### config.mk
export PLATFORM = sky130hd
export DESIGN_NAME = per_source_request_throttle
export DESIGN_NICKNAME = d
export VERILOG_FILES = /design/src/prt_pkg.sv /design/src/per_source_request_throttle.sv /design/src/prt_ctrl.sv /design/src/prt_dp.sv
export SDC_FILE = /design/constraint.sdc
export NUM_CORES = 2
export LEC_CHECK = 0
export ABC_AREA = 1
export BUFFER_PORTS_ARGS = -buffer_cell sky130_fd_sc_hd__buf_4
export CORE_MARGIN = 10
export CORE_UTILIZATION = 55
export DETAILED_ROUTE_END_ITERATION = 8
export GPL_TIMING_DRIVEN = 0
export PLACE_DENSITY = 0.71
export REMOVE_ABC_BUFFERS = 1
export SLEW_MARGIN = 20
export SYNTH_ARGS = -nofsm -noshare
export SYNTH_HDL_FRONTEND = slang
export SYNTH_SLANG_ARGS = --single-unit
### constraint.sdc
create_clock -name clk -period 5.3 [get_ports clk]
set_input_delay 1.325 -clock clk [delete_from_list [all_inputs] [get_ports clk]]
set_output_delay 1.325 -clock clk [all_outputs]
set_load 0.02 [all_outputs]
### src/prt_pkg.sv
// Shared types, codes and reset constants for the per-source request throttle.
`default_nettype none

package prt_pkg;

  localparam int TABLE_ENTRIES_DEF = 8;

  localparam logic [15:0] FAST_ATTEMPTS_RST    = 16'd3;
  localparam logic [31:0] FAST_COOLDOWN_RST    = 32'd1000;
  localparam logic [31:0] SLOW_COOLDOWN_RST    = 32'd10000;
  localparam logic [15:0] ATTEMPT_MAX          = 16'hFFFF;

  localparam int          CFG_IDX_W            = 2;
  localparam logic [CFG_IDX_W-1:0] CFG_FAST_ATTEMPTS = 2'd0;
  localparam logic [CFG_IDX_W-1:0] CFG_FAST_COOLDOWN = 2'd1;
  localparam logic [CFG_IDX_W-1:0] CFG_SLOW_COOLDOWN = 2'd2;

  typedef enum logic {
    CMD_QUERY  = 1'b0,
    CMD_INGEST = 1'b1
  } prt_cmd_t;

  typedef enum logic [2:0] {
    RSN_REQUESTED = 3'd0,
    RSN_INVALID   = 3'd1,
    RSN_CACHED    = 3'd2,
    RSN_COOLING   = 3'd3,
    RSN_INGESTED  = 3'd4
  } prt_reason_t;

  typedef struct packed {
    prt_cmd_t    command;
    logic [31:0] src_id;
    logic [31:0] boot_id;
    logic [31:0] now_ms;
  } prt_in_t;

  typedef struct packed {
    logic        send_request;
    logic [15:0] attempt_count;
    prt_reason_t reason;
  } prt_out_t;

  typedef enum logic [2:0] {
    ST_IDLE,
    ST_CHECK,
    ST_SCAN,
    ST_WAIT,
    ST_CALC,
    ST_COMMIT
  } prt_state_t;

  // Controller to datapath
  typedef struct packed {
    logic load;
    logic scan_step;
    logic calc;
    logic commit;
  } prt_cmd_bus_t;

  // Datapath to controller
  typedef struct packed {
    logic id_invalid;
    logic scan_last;
  } prt_status_t;

endpackage

`default_nettype wire

### src/per_source_request_throttle.sv
// Top level of the per-source request throttle: controller plus datapath.
//
//  channel   ports                          handshake
//  --------  -----------------------------  ---------------------------------
//  input     start, busy, in_data           taken when start & !busy
//  result    out_valid, out_data            one-cycle strobe, no backpressure
//  config    cfg_valid, cfg_ready,          written when cfg_valid & cfg_ready;
//            cfg_index, cfg_data            cfg_ready is always high
//
// An item with a zero source or boot id keeps busy high through the CHECK and
// COMMIT states only. Any other item keeps busy high through CHECK, SCAN, WAIT,
// CALC and COMMIT: the cache and pending tables sit in single-read-port
// memories and are walked one entry per cycle in SCAN, then WAIT, the cooldown
// setup in CALC and the write-back in COMMIT follow. The result strobes in the
// first cycle that busy is low again, and a new transaction may start in that
// same cycle. Reset (rst_n low, synchronous) clears the valid bits of both
// tables and loads the config registers with their defaults; no clearing pass
// is needed. The receiver cannot stall the result, so nothing here waits on it.
`default_nettype none

module per_source_request_throttle import prt_pkg::*; #(
  parameter int TABLE_ENTRIES = TABLE_ENTRIES_DEF
) (
  input  wire logic                 clk,
  input  wire logic                 rst_n,
  // input transactions
  input  wire logic                 start,
  output logic                      busy,
  input  wire prt_in_t              in_data,
  // results
  output logic                      out_valid,
  output prt_out_t                  out_data,
  // configuration writes
  input  wire logic                 cfg_valid,
  output logic                      cfg_ready,
  input  wire logic [CFG_IDX_W-1:0] cfg_index,
  input  wire logic [31:0]          cfg_data
);

  prt_cmd_bus_t cmd;
  prt_status_t  status;

  // the user must see that config is only written while idle; nothing here checks it, so always accept it
  assign cfg_ready = 1'b1;

  prt_ctrl u_ctrl (
    .clk    (clk),
    .rst_n  (rst_n),
    .start  (start),
    .busy   (busy),
    .status (status),
    .cmd    (cmd)
  );

  prt_dp #(
    .TABLE_ENTRIES (TABLE_ENTRIES)
  ) u_dp (
    .clk       (clk),
    .rst_n     (rst_n),
    .in_data   (in_data),
    .cmd       (cmd),
    .status    (status),
    .cfg_we    (cfg_valid & cfg_ready),
    .cfg_index (cfg_index),
    .cfg_data  (cfg_data),
    .out_valid (out_valid),
    .out_data  (out_data)
  );

endmodule

`default_nettype wire

### src/prt_ctrl.sv
// Sequencing state machine for the request throttle.
`default_nettype none

module prt_ctrl import prt_pkg::*; (
  input  wire logic         clk,
  input  wire logic         rst_n,
  input  wire logic         start,
  output logic              busy,
  input  wire prt_status_t  status,
  output prt_cmd_bus_t      cmd
);

  prt_state_t state_r, state_nxt;

  always_ff @(posedge clk) begin
    if (!rst_n) begin
      state_r <= ST_IDLE;
    end else begin
      state_r <= state_nxt;
    end
  end

  always_comb begin
    state_nxt = state_r;
    cmd       = '0;
    busy      = 1'b1;
    unique case (state_r)
      ST_IDLE: begin
        busy = 1'b0;
        if (start) begin
          cmd.load  = 1'b1;
          state_nxt = ST_CHECK;
        end
      end
      ST_CHECK: begin
        // zero ids skip the table walk
        state_nxt = status.id_invalid ? ST_COMMIT : ST_SCAN;
      end
      ST_SCAN: begin
        cmd.scan_step = 1'b1;
        if (status.scan_last) begin
          state_nxt = ST_WAIT;
        end
      end
      ST_WAIT: begin
        state_nxt = ST_CALC;
      end
      ST_CALC: begin
        cmd.calc  = 1'b1;
        state_nxt = ST_COMMIT;
      end
      ST_COMMIT: begin
        cmd.commit = 1'b1;
        state_nxt  = ST_IDLE;
      end
      default: begin
        state_nxt = ST_IDLE;
      end
    endcase
  end

endmodule

`default_nettype wire

### src/prt_dp.sv
// Datapath: config registers, cache and pending tables, scan and decision logic.
`default_nettype none

module prt_dp import prt_pkg::*; #(
  parameter int TABLE_ENTRIES = TABLE_ENTRIES_DEF
) (
  input  wire logic                 clk,
  input  wire logic                 rst_n,
  input  wire prt_in_t              in_data,
  input  wire prt_cmd_bus_t         cmd,
  output prt_status_t               status,
  input  wire logic                 cfg_we,
  input  wire logic [CFG_IDX_W-1:0] cfg_index,
  input  wire logic [31:0]          cfg_data,
  output logic                      out_valid,
  output prt_out_t                  out_data
);

  localparam int IdxW = (TABLE_ENTRIES > 1) ? $clog2(TABLE_ENTRIES) : 1;
  localparam logic [IdxW-1:0] LastIdx = IdxW'(TABLE_ENTRIES - 1);

  // configuration
  logic [15:0] fast_att_r;
  logic [31:0] fast_cd_r;
  logic [31:0] slow_cd_r;

  // table storage
  logic [TABLE_ENTRIES-1:0] cache_vld_r;
  logic [TABLE_ENTRIES-1:0] pend_vld_r;
  logic [31:0] cache_src_mem  [TABLE_ENTRIES];
  logic [31:0] cache_boot_mem [TABLE_ENTRIES];
  logic [31:0] cache_time_mem [TABLE_ENTRIES];
  logic [31:0] pend_src_mem   [TABLE_ENTRIES];
  logic [31:0] pend_time_mem  [TABLE_ENTRIES];
  logic [15:0] pend_att_mem   [TABLE_ENTRIES];

  // scan pipeline
  logic [IdxW-1:0] scan_idx_r;
  logic            rd_vld_r;
  logic [IdxW-1:0] rd_idx_r;
  logic            c_vld_rd_r, p_vld_rd_r;
  logic [31:0]     c_src_rd_r, c_boot_rd_r, c_time_rd_r;
  logic [31:0]     p_src_rd_r, p_time_rd_r;
  logic [15:0]     p_att_rd_r;

  // captured item and scan results
  prt_in_t         item_r;
  logic            chit_r, cboot_hit_r, cfree_r;
  logic [IdxW-1:0] cidx_r, cvict_r;
  logic [31:0]     cmin_r;
  logic            phit_r, pfree_r;
  logic [IdxW-1:0] pidx_r, pvict_r;
  logic [31:0]     pmin_r, ptime_r;
  logic [15:0]     patt_r;
  logic [31:0]     cool_r, elapsed_r;

  prt_out_t        out_data_r, out_data_nxt;
  logic            out_valid_r;

  // commit decode
  logic            id_invalid;
  logic            cache_we, pend_we, pend_clr, cooling, cached;
  logic [IdxW-1:0] c_widx, p_widx;
  logic [15:0]     att_nxt;

  assign id_invalid        = (item_r.src_id == 32'd0) || (item_r.boot_id == 32'd0);
  assign status.id_invalid = id_invalid;
  assign status.scan_last  = (scan_idx_r == LastIdx);

  // config writes
  always_ff @(posedge clk) begin
    if (!rst_n) begin
      fast_att_r <= FAST_ATTEMPTS_RST;
      fast_cd_r  <= FAST_COOLDOWN_RST;
      slow_cd_r  <= SLOW_COOLDOWN_RST;
    end else if (cfg_we) begin
      unique case (cfg_index)
        CFG_FAST_ATTEMPTS: fast_att_r <= cfg_data[15:0];
        CFG_FAST_COOLDOWN: fast_cd_r  <= cfg_data;
        CFG_SLOW_COOLDOWN: slow_cd_r  <= cfg_data;
        default: ;
      endcase
    end
  end

  // commit decision
  always_comb begin
    c_widx   = chit_r ? cidx_r : cvict_r;
    p_widx   = phit_r ? pidx_r : pvict_r;
    cooling  = phit_r && (elapsed_r < cool_r);
    cached   = chit_r && cboot_hit_r;
    att_nxt  = phit_r ? ((patt_r == ATTEMPT_MAX) ? patt_r : patt_r + 16'd1) : 16'd1;
    cache_we = 1'b0;
    pend_we  = 1'b0;
    pend_clr = 1'b0;
    out_data_nxt.send_request  = 1'b0;
    out_data_nxt.attempt_count = 16'd0;
    out_data_nxt.reason        = RSN_INVALID;
    if (!id_invalid) begin
      if (item_r.command == CMD_INGEST) begin
        cache_we                = cmd.commit;
        pend_clr                = cmd.commit && phit_r;
        out_data_nxt.reason     = RSN_INGESTED;
      end else if (cached) begin
        out_data_nxt.reason     = RSN_CACHED;
      end else if (cooling) begin
        out_data_nxt.reason     = RSN_COOLING;
      end else begin
        pend_we                    = cmd.commit;
        out_data_nxt.send_request  = 1'b1;
        out_data_nxt.attempt_count = att_nxt;
        out_data_nxt.reason        = RSN_REQUESTED;
      end
    end
  end

  // control state
  always_ff @(posedge clk) begin
    if (!rst_n) begin
      cache_vld_r <= '0;
      pend_vld_r  <= '0;
      scan_idx_r  <= '0;
      rd_vld_r    <= 1'b0;
      out_valid_r <= 1'b0;
    end else begin
      rd_vld_r    <= cmd.scan_step;
      out_valid_r <= cmd.commit;
      if (cmd.load) begin
        scan_idx_r <= '0;
      end else if (cmd.scan_step && !status.scan_last) begin
        scan_idx_r <= scan_idx_r + IdxW'(1);
      end
      if (cache_we) begin
        cache_vld_r[c_widx] <= 1'b1;
      end
      if (pend_clr) begin
        pend_vld_r[pidx_r] <= 1'b0;
      end
      if (pend_we) begin
        pend_vld_r[p_widx] <= 1'b1;
      end
    end
  end

  // table memories: one read address, one write address
  always_ff @(posedge clk) begin
    rd_idx_r    <= scan_idx_r;
    c_vld_rd_r  <= cache_vld_r[scan_idx_r];
    p_vld_rd_r  <= pend_vld_r[scan_idx_r];
    c_src_rd_r  <= cache_src_mem[scan_idx_r];
    c_boot_rd_r <= cache_boot_mem[scan_idx_r];
    c_time_rd_r <= cache_time_mem[scan_idx_r];
    p_src_rd_r  <= pend_src_mem[scan_idx_r];
    p_time_rd_r <= pend_time_mem[scan_idx_r];
    p_att_rd_r  <= pend_att_mem[scan_idx_r];
    if (cache_we) begin
      cache_src_mem[c_widx]  <= item_r.src_id;
      cache_boot_mem[c_widx] <= item_r.boot_id;
      cache_time_mem[c_widx] <= item_r.now_ms;
    end
    if (pend_we) begin
      pend_src_mem[p_widx]  <= item_r.src_id;
      pend_time_mem[p_widx] <= item_r.now_ms;
      pend_att_mem[p_widx]  <= att_nxt;
    end
  end

  // item capture, scan evaluation, cooldown setup, result register
  always_ff @(posedge clk) begin
    if (cmd.load) begin
      item_r  <= in_data;
      chit_r  <= 1'b0;
      phit_r  <= 1'b0;
      cfree_r <= 1'b0;
      pfree_r <= 1'b0;
    end else if (rd_vld_r) begin
      // first matching entry wins
      if (!chit_r && c_vld_rd_r && (c_src_rd_r == item_r.src_id)) begin
        chit_r      <= 1'b1;
        cidx_r      <= rd_idx_r;
        cboot_hit_r <= (c_boot_rd_r == item_r.boot_id);
      end
      if (!phit_r && p_vld_rd_r && (p_src_rd_r == item_r.src_id)) begin
        phit_r  <= 1'b1;
        pidx_r  <= rd_idx_r;
        ptime_r <= p_time_rd_r;
        patt_r  <= p_att_rd_r;
      end
      // victim: lowest free slot, else oldest stamp with lowest index on ties
      if (!cfree_r) begin
        if (!c_vld_rd_r) begin
          cfree_r <= 1'b1;
          cvict_r <= rd_idx_r;
        end else if ((rd_idx_r == '0) || (c_time_rd_r < cmin_r)) begin
          cvict_r <= rd_idx_r;
          cmin_r  <= c_time_rd_r;
        end
      end
      if (!pfree_r) begin
        if (!p_vld_rd_r) begin
          pfree_r <= 1'b1;
          pvict_r <= rd_idx_r;
        end else if ((rd_idx_r == '0) || (p_time_rd_r < pmin_r)) begin
          pvict_r <= rd_idx_r;
          pmin_r  <= p_time_rd_r;
        end
      end
    end
    if (cmd.calc) begin
      cool_r    <= (patt_r <= fast_att_r) ? fast_cd_r : slow_cd_r;
      elapsed_r <= item_r.now_ms - ptime_r;
    end
    if (cmd.commit) begin
      out_data_r <= out_data_nxt;
    end
  end

  assign out_valid = out_valid_r;
  assign out_data  = out_data_r;

endmodule

`default_nettype wire

Word-level counts from Yosys, hierarchy flattened
Memories as Yosys holds them, arrays and structs flattened. A register that Yosys moved wholly into a read port is not among the register bits.
Index checks and enable logic that the tools add are counted.
- $lt $le $gt $ge: 11
- add/sub/neg operators: 3
- equality and inequality tests: 16
- reduce and logical (&&, ||, !) cells: 38
- muxes and demuxes: 52
- bitwise logic cells: 8
- operators with widths (cell ; number):
    equality test 32 bit ; 3
    < comparator 32 bit ; 3
    zero test 32 bit ; 2
    2-to-1 mux 3 bit ; 11
    2-to-1 mux 16 bit ; 2
    2-to-1 mux 32 bit ; 1
    subtractor 32 bit ; 1
    2-to-1 mux 1 bit ; 27
    2-to-1 mux 8 bit ; 3
    2-to-1 mux 17 bit ; 1
    adder 16 x 1 -> 16 bit (second input constant) ; 1
    equality test 16 bit (second input constant) ; 1
    <= comparator 16 bit ; 1
    < comparator 3 x 4 -> 1 bit (second input constant) ; 4
    OR 8 bit ; 2
    one-hot mux 3 bit (5 select lines) ; 1
    AND reduction 2 bit ; 6
    logical AND 1 bit ; 11
    AND reduction 5 bit ; 2
    demux 1 bit (select 3 bit) ; 3
    equality test 3 bit (second input constant) ; 3
    >= comparator 3 x 1 -> 1 bit (second input constant) ; 3
    bitwise AND 8 bit ; 1
    inverter 8 bit ; 1
    other kinds (19) ; 34
- memories kept: 6
- output and inout port bits: 23
- bits in writable memories: 1408
- register bits after elaboration: 419
- memory list (name ; depth ; bits a word ; read ports ; clocked after Yosys merged registers in ; wr ports ; RTL line ; RTL):
    u_dp.cache_boot_mem ; 8 ; 32 ; 1 ; 1 ; 1 ; prt_dp.sv:31 ; logic [31:0] cache_boot_mem [TABLE_ENTRIES];
    u_dp.cache_src_mem ; 8 ; 32 ; 1 ; 1 ; 1 ; prt_dp.sv:30 ; logic [31:0] cache_src_mem [TABLE_ENTRIES];
    u_dp.cache_time_mem ; 8 ; 32 ; 1 ; 1 ; 1 ; prt_dp.sv:32 ; logic [31:0] cache_time_mem [TABLE_ENTRIES];
    u_dp.pend_src_mem ; 8 ; 32 ; 1 ; 1 ; 1 ; prt_dp.sv:33 ; logic [31:0] pend_src_mem [TABLE_ENTRIES];
    u_dp.pend_time_mem ; 8 ; 32 ; 1 ; 1 ; 1 ; prt_dp.sv:34 ; logic [31:0] pend_time_mem [TABLE_ENTRIES];
    u_dp.pend_att_mem ; 8 ; 16 ; 1 ; 1 ; 1 ; prt_dp.sv:35 ; logic [15:0] pend_att_mem [TABLE_ENTRIES];

Depth between registers and ports, before layout
- word-level depth: 10
- mapped depth: 15
- gate-level depth less buffers: 15

Modules after synthesis
A second synthesis with hierarchy kept.
- cells, all modules: 6382
- area total of the unflattened synthesis: 78512.8 um^2
- modules (own cells, without submodules) (module ; instances ; area each (um^2) ; cells an instance ; sequential area each (um^2)):
    prt_dp ; 1 ; 78313.9 ; 6351 ; 57194.9
    prt_ctrl ; 1 ; 187.7 ; 29 ; 60.1
    per_source_request_throttle ; 1 ; 11.3 ; 2 ; 0.0

Worst setup path before layout
Ideal clock, no wire load.
- path type: input-to-reg
- start point: input port start
- end point: register u_dp.patt_r[0] (enable)
- path buffers: 0
- required time: 4.840 ns
- path slack: 0.816 ns
- stages on the path: 5
- arrival time: 4.024 ns
- setup time: 0.460 ns
- path through: nand2_1 > nand2_1 > nor4_1 > nand4_1 > nor2_1
- longest elaborated chain between the ends: 4
- RTL lines (element ; RTL line ; RTL):
    start, declared ; per_source_request_throttle.sv:27 ; input wire logic start,
    2-to-1 mux 1 bit ; prt_ctrl.sv:30 ; if (start) begin
    2-to-1 mux 1 bit ; prt_ctrl.sv:27 ; unique case (state_r)
    inverter 1 bit (no source line) ; -- ;
    AND reduction 3 bit (no source line) ; -- ;
    end signal, assigned ; prt_dp.sv:187 ; patt_r <= p_att_rd_r;
    end, declared ; prt_dp.sv:54 ; logic [15:0] patt_r;
No other way between the ends.
A chain may end at the register's enable or synchronous reset.

Final worst setup path
- start point: register u_dp.phit_r
- end point: memory u_dp.pend_time_mem[3][14] (enable)
- longest elaborated chain between the ends: 7
- elaborated cells on any way between the ends: 8
- those cells by class: mux: 7; reduce/logical: 1
- RTL lines (element ; RTL line ; RTL):
    start, declared ; prt_dp.sv:51 ; logic phit_r, pfree_r;
    start signal, assigned ; prt_dp.sv:173 ; phit_r <= 1'b0;
    start signal, assigned ; prt_dp.sv:184 ; phit_r <= 1'b1;
    logical AND 1 bit ; prt_dp.sv:90 ; cooling = phit_r && (elapsed_r < cool_r);
    2-to-1 mux 1 bit ; prt_dp.sv:106 ; end else if (cooling) begin
    2-to-1 mux 1 bit ; prt_dp.sv:104 ; end else if (cached) begin
    2-to-1 mux 1 bit ; prt_dp.sv:100 ; if (item_r.command == CMD_INGEST) begin
    2-to-1 mux 1 bit ; prt_dp.sv:99 ; if (!id_invalid) begin
    2-to-1 mux 1 bit ; prt_dp.sv:161 ; if (pend_we) begin
    2-to-1 mux 1 bit (not written as such) ; prt_dp.sv:163 ; pend_time_mem[p_widx] <= item_r.now_ms;
    end, declared ; prt_dp.sv:34 ;
Several ways; a longest one is shown, not always the timed one.

==> metrics.txt <==
DRT Pass-1 Iters 6; sequential area share after synthesis 73.2%; dominant cells by area after synthesis edfxtp_1 (66%), dfxtp_1 (7.4%), nor2_1 (6.9%); CP arrival 4.63 ns; Worst Path Class, Setup reg2reg; Worst-Margin Slew 1.03 ns; maxcap violations 0; final-stage net count 6729; hold buffers post-CTS 0; remaining antenna violation count after routing 0; CP Capture Point u_dp.pend_time_mem[3][14]; total gr overflow 0; first-pass GRT wire length 281000 um; Critical Path, Cell by Cell inv_1 > o21ai_0 > inv_1 > nor2_1 > nand4_1 > inv_6 > buf_16; Filler Cells Inserted 10.3k; Rel. slew slack 30.9%; Area Growth Syn to Fin 13.2%; average size of a mapped cell 12.3 um^2; most common cell in the netlist edfxtp_1; vias 49.4k; Synth area leader edfxtp_1; Peak Freq 240 MHz; placement row count 138; area of the multi-input gates 18400 um^2; GRT Util Overall 22.8%; Cells after Synth 6352; die area 158000 um^2; Worst IR Drop VDD 0.000312 V; post-DR vias/cell 5.81; clk_skew 0.0384 ns; CP most frequent cell inv_1; Routed WL 184000 um; status complete, no violations; design area 88500 um^2; EDFF count, synth 1714; initial antenna violation count 2; Fin. Hold Viols 0; slowest cell delay on critical path 0.99 ns; worst slack, placed 1.28 ns; Top Ports 158; die width 397 um; vias in the first global route 48.3k; DP HPWL 102000 um; Remaining DRCs 0; placed inst area 82200 um^2; cells resized by post-CTS repair 0; synth unique cells 54; Final period util 78.5%; CTS buffer count 193; top cell type's share of synthesized area 65.8%; r2r worst-path depth 7; register-to-register setup slack 1.14 ns; RSZ-0062 raised after global routing no; Leak 31.5 nW; minimum clock period 4.16 ns; htree depth 4; Critical Path RT 5.77 ns; Final Total Pwr 0.0354 W; Post-CTS Setup Repair Bufs 0; RR Endpoint u_dp.pend_time_mem[3][14]; Crit. Startpoint u_dp.phit_r; Clock Root Buffer clkbuf_16; most common flop cell mapped by yosys edfxtp_1; clk sinks 2003; slowest CP cell dfxtp_1; CP Depth 7; pwr/cell area 400 nW/um^2; setup ws final 1.14 ns; Die Height 397 um; largest net degree at the start of global routing 151; core box area 141000 um^2; final count of pins violating max slew 0; hold slack 0.402 ns; RePlAce Congestion 0.870; register area 57300 um^2; crit end category register; Synthesis Warnings 0; insertion delay to the later sink of the worst-skew pair 0.82 ns; most instantiated cells after synthesis edfxtp_1 (1714), nor2_1 (1445), o21ai_0 (823), nand2_1 (400), inv_1 (336); CTS tree yes; WL/cell 21.6 um; Largest delay share family, worst path buffers and inverters; Crit path buffers/inverters 4; starting density of the core 55.3%; share of cells above drive strength 1 8.97%; Port Buffers 156; worst-path fanout max 48; Final Core Density 62.6%; async set-reset flop share out of synthesis 0%; mapped cell area 78200 um^2; Worst Setup Start Kind register; min-delay worst type reg2reg; clock transition at the registers of the reported paths 0.06 ns; Max Root-Sink Buffers 3; initial DRC count 4665; Synth Register Bits 2003; r2r startpoint u_dp.phit_r; Finish-stage setup viols 0
-- stage by stage --
step	instances	TNS, ns
6_report	8512	0
3_5_place_dp	8145	0
4_1_cts	8511	0
2_1_floorplan	6036	-6206.80
5_1_grt	8512	0
3_3_place_gp	8082	-
-- per-layer routing --
metal | wire, um | global-route usage [%] | vias to the layer above | part of all wire [%]
met1 | 76700 | 31.0 | 24300 | 42
met4 | 5170 | 7.66 | 0 | 2.8
met5 | 0 | 0 | - | 0
met3 | 13300 | 3.46 | 373 | 7.3
met2 | 88500 | 37.6 | 1903 | 48
li1 | - | - | 22800 | -
-- power breakdown --
| group | leakage, nW | switching (W) | total, W | internal (W) |
|---|---|---|---|---|
| combinational | 10.6 | 0.00202 | 0.00312 | 0.00110 |
| clock | 3.10 | 0.00577 | 0.0136 | 0.00785 |
| sequential | 17.9 | 0.000723 | 0.0187 | 0.0180 |
| total | 31.5 | 0.00850 | 0.0354 | 0.0269 |
-- cells by family (layout without fill, tap and decap cells) --
family,after synthesis,count (layout),share of synthesized area [%]
AO/OA/AOI/OAI,1403,1403,9.78
flip-flops,2003,2003,73.2
adder cells (fa/ha/maj),144,144,2.31
XOR/XNOR,66,66,0.739
AND/OR/NAND/NOR,2071,2071,10.6
other,1,2,0.00480
buffers and inverters,664,933,3.37
-- state kept, by name, indices dropped and copies added (netlist names), 32 cells and up --
name	cells
u_dp.cache_boot_mem	256
u_dp.cache_src_mem	256
u_dp.cache_time_mem	256
u_dp.pend_src_mem	256
u_dp.pend_time_mem	256
u_dp.pend_att_mem	128
u_dp.item_r	97
u_dp.c_boot_rd_r	32
u_dp.c_src_rd_r	32
u_dp.c_time_rd_r	32
u_dp.cmin_r	32
u_dp.cool_r	32
u_dp.elapsed_r	32
u_dp.fast_cd_r	32
u_dp.p_src_rd_r	32
u_dp.p_time_rd_r	32
u_dp.pmin_r	32
u_dp.ptime_r	32
u_dp.slow_cd_r	32
-- placed cells by master, fill, tap and decap left out, types with 28 or more instances in the layout --
master,count
edfxtp_1,1714
nor2_1,1443
o21ai_0,823
nand2_1,397
inv_1,319
dfxtp_1,287
clkbuf_16,200
o22ai_1,185
a31oi_1,181
buf_4,157
a21oi_1,153
ha_1,143
nand3_1,94
clkbuf_1,60
buf_16,47
nand4_1,38
xnor2_1,34
xor2_1,32
nor3_1,30
clkbuf_8,30
clkinv_2,28
-- worst min-delay path by stage --
stage,from,end,cells after the start
floorplan,u_dp.scan_idx_r[2],u_dp.rd_idx_r[2],0
global placement,u_dp.scan_idx_r[2],u_dp.rd_idx_r[2],0
detailed placement,u_dp.p_att_rd_r[14],u_dp.patt_r[14],0
CTS,u_dp.p_att_rd_r[10],u_dp.patt_r[10],0
global route,u_dp.p_att_rd_r[4],u_dp.patt_r[4],0
finish,u_dp.p_att_rd_r[1],u_dp.patt_r[1],0
-- layout make-up --
cell class	count	share of cell area (%)
Antenna cell	1	0.00283
Clock buffer	290	6.37
Clock inverter	76	0.817
Inverter	348	1.62
Multi-Input combinational cell	3685	20.7
Sequential cell	2003	64.7
Tap cell	1890	2.67
Timing Repair Buffer	219	3.10
No activity file was read; power rests on OpenSTA's default activity.
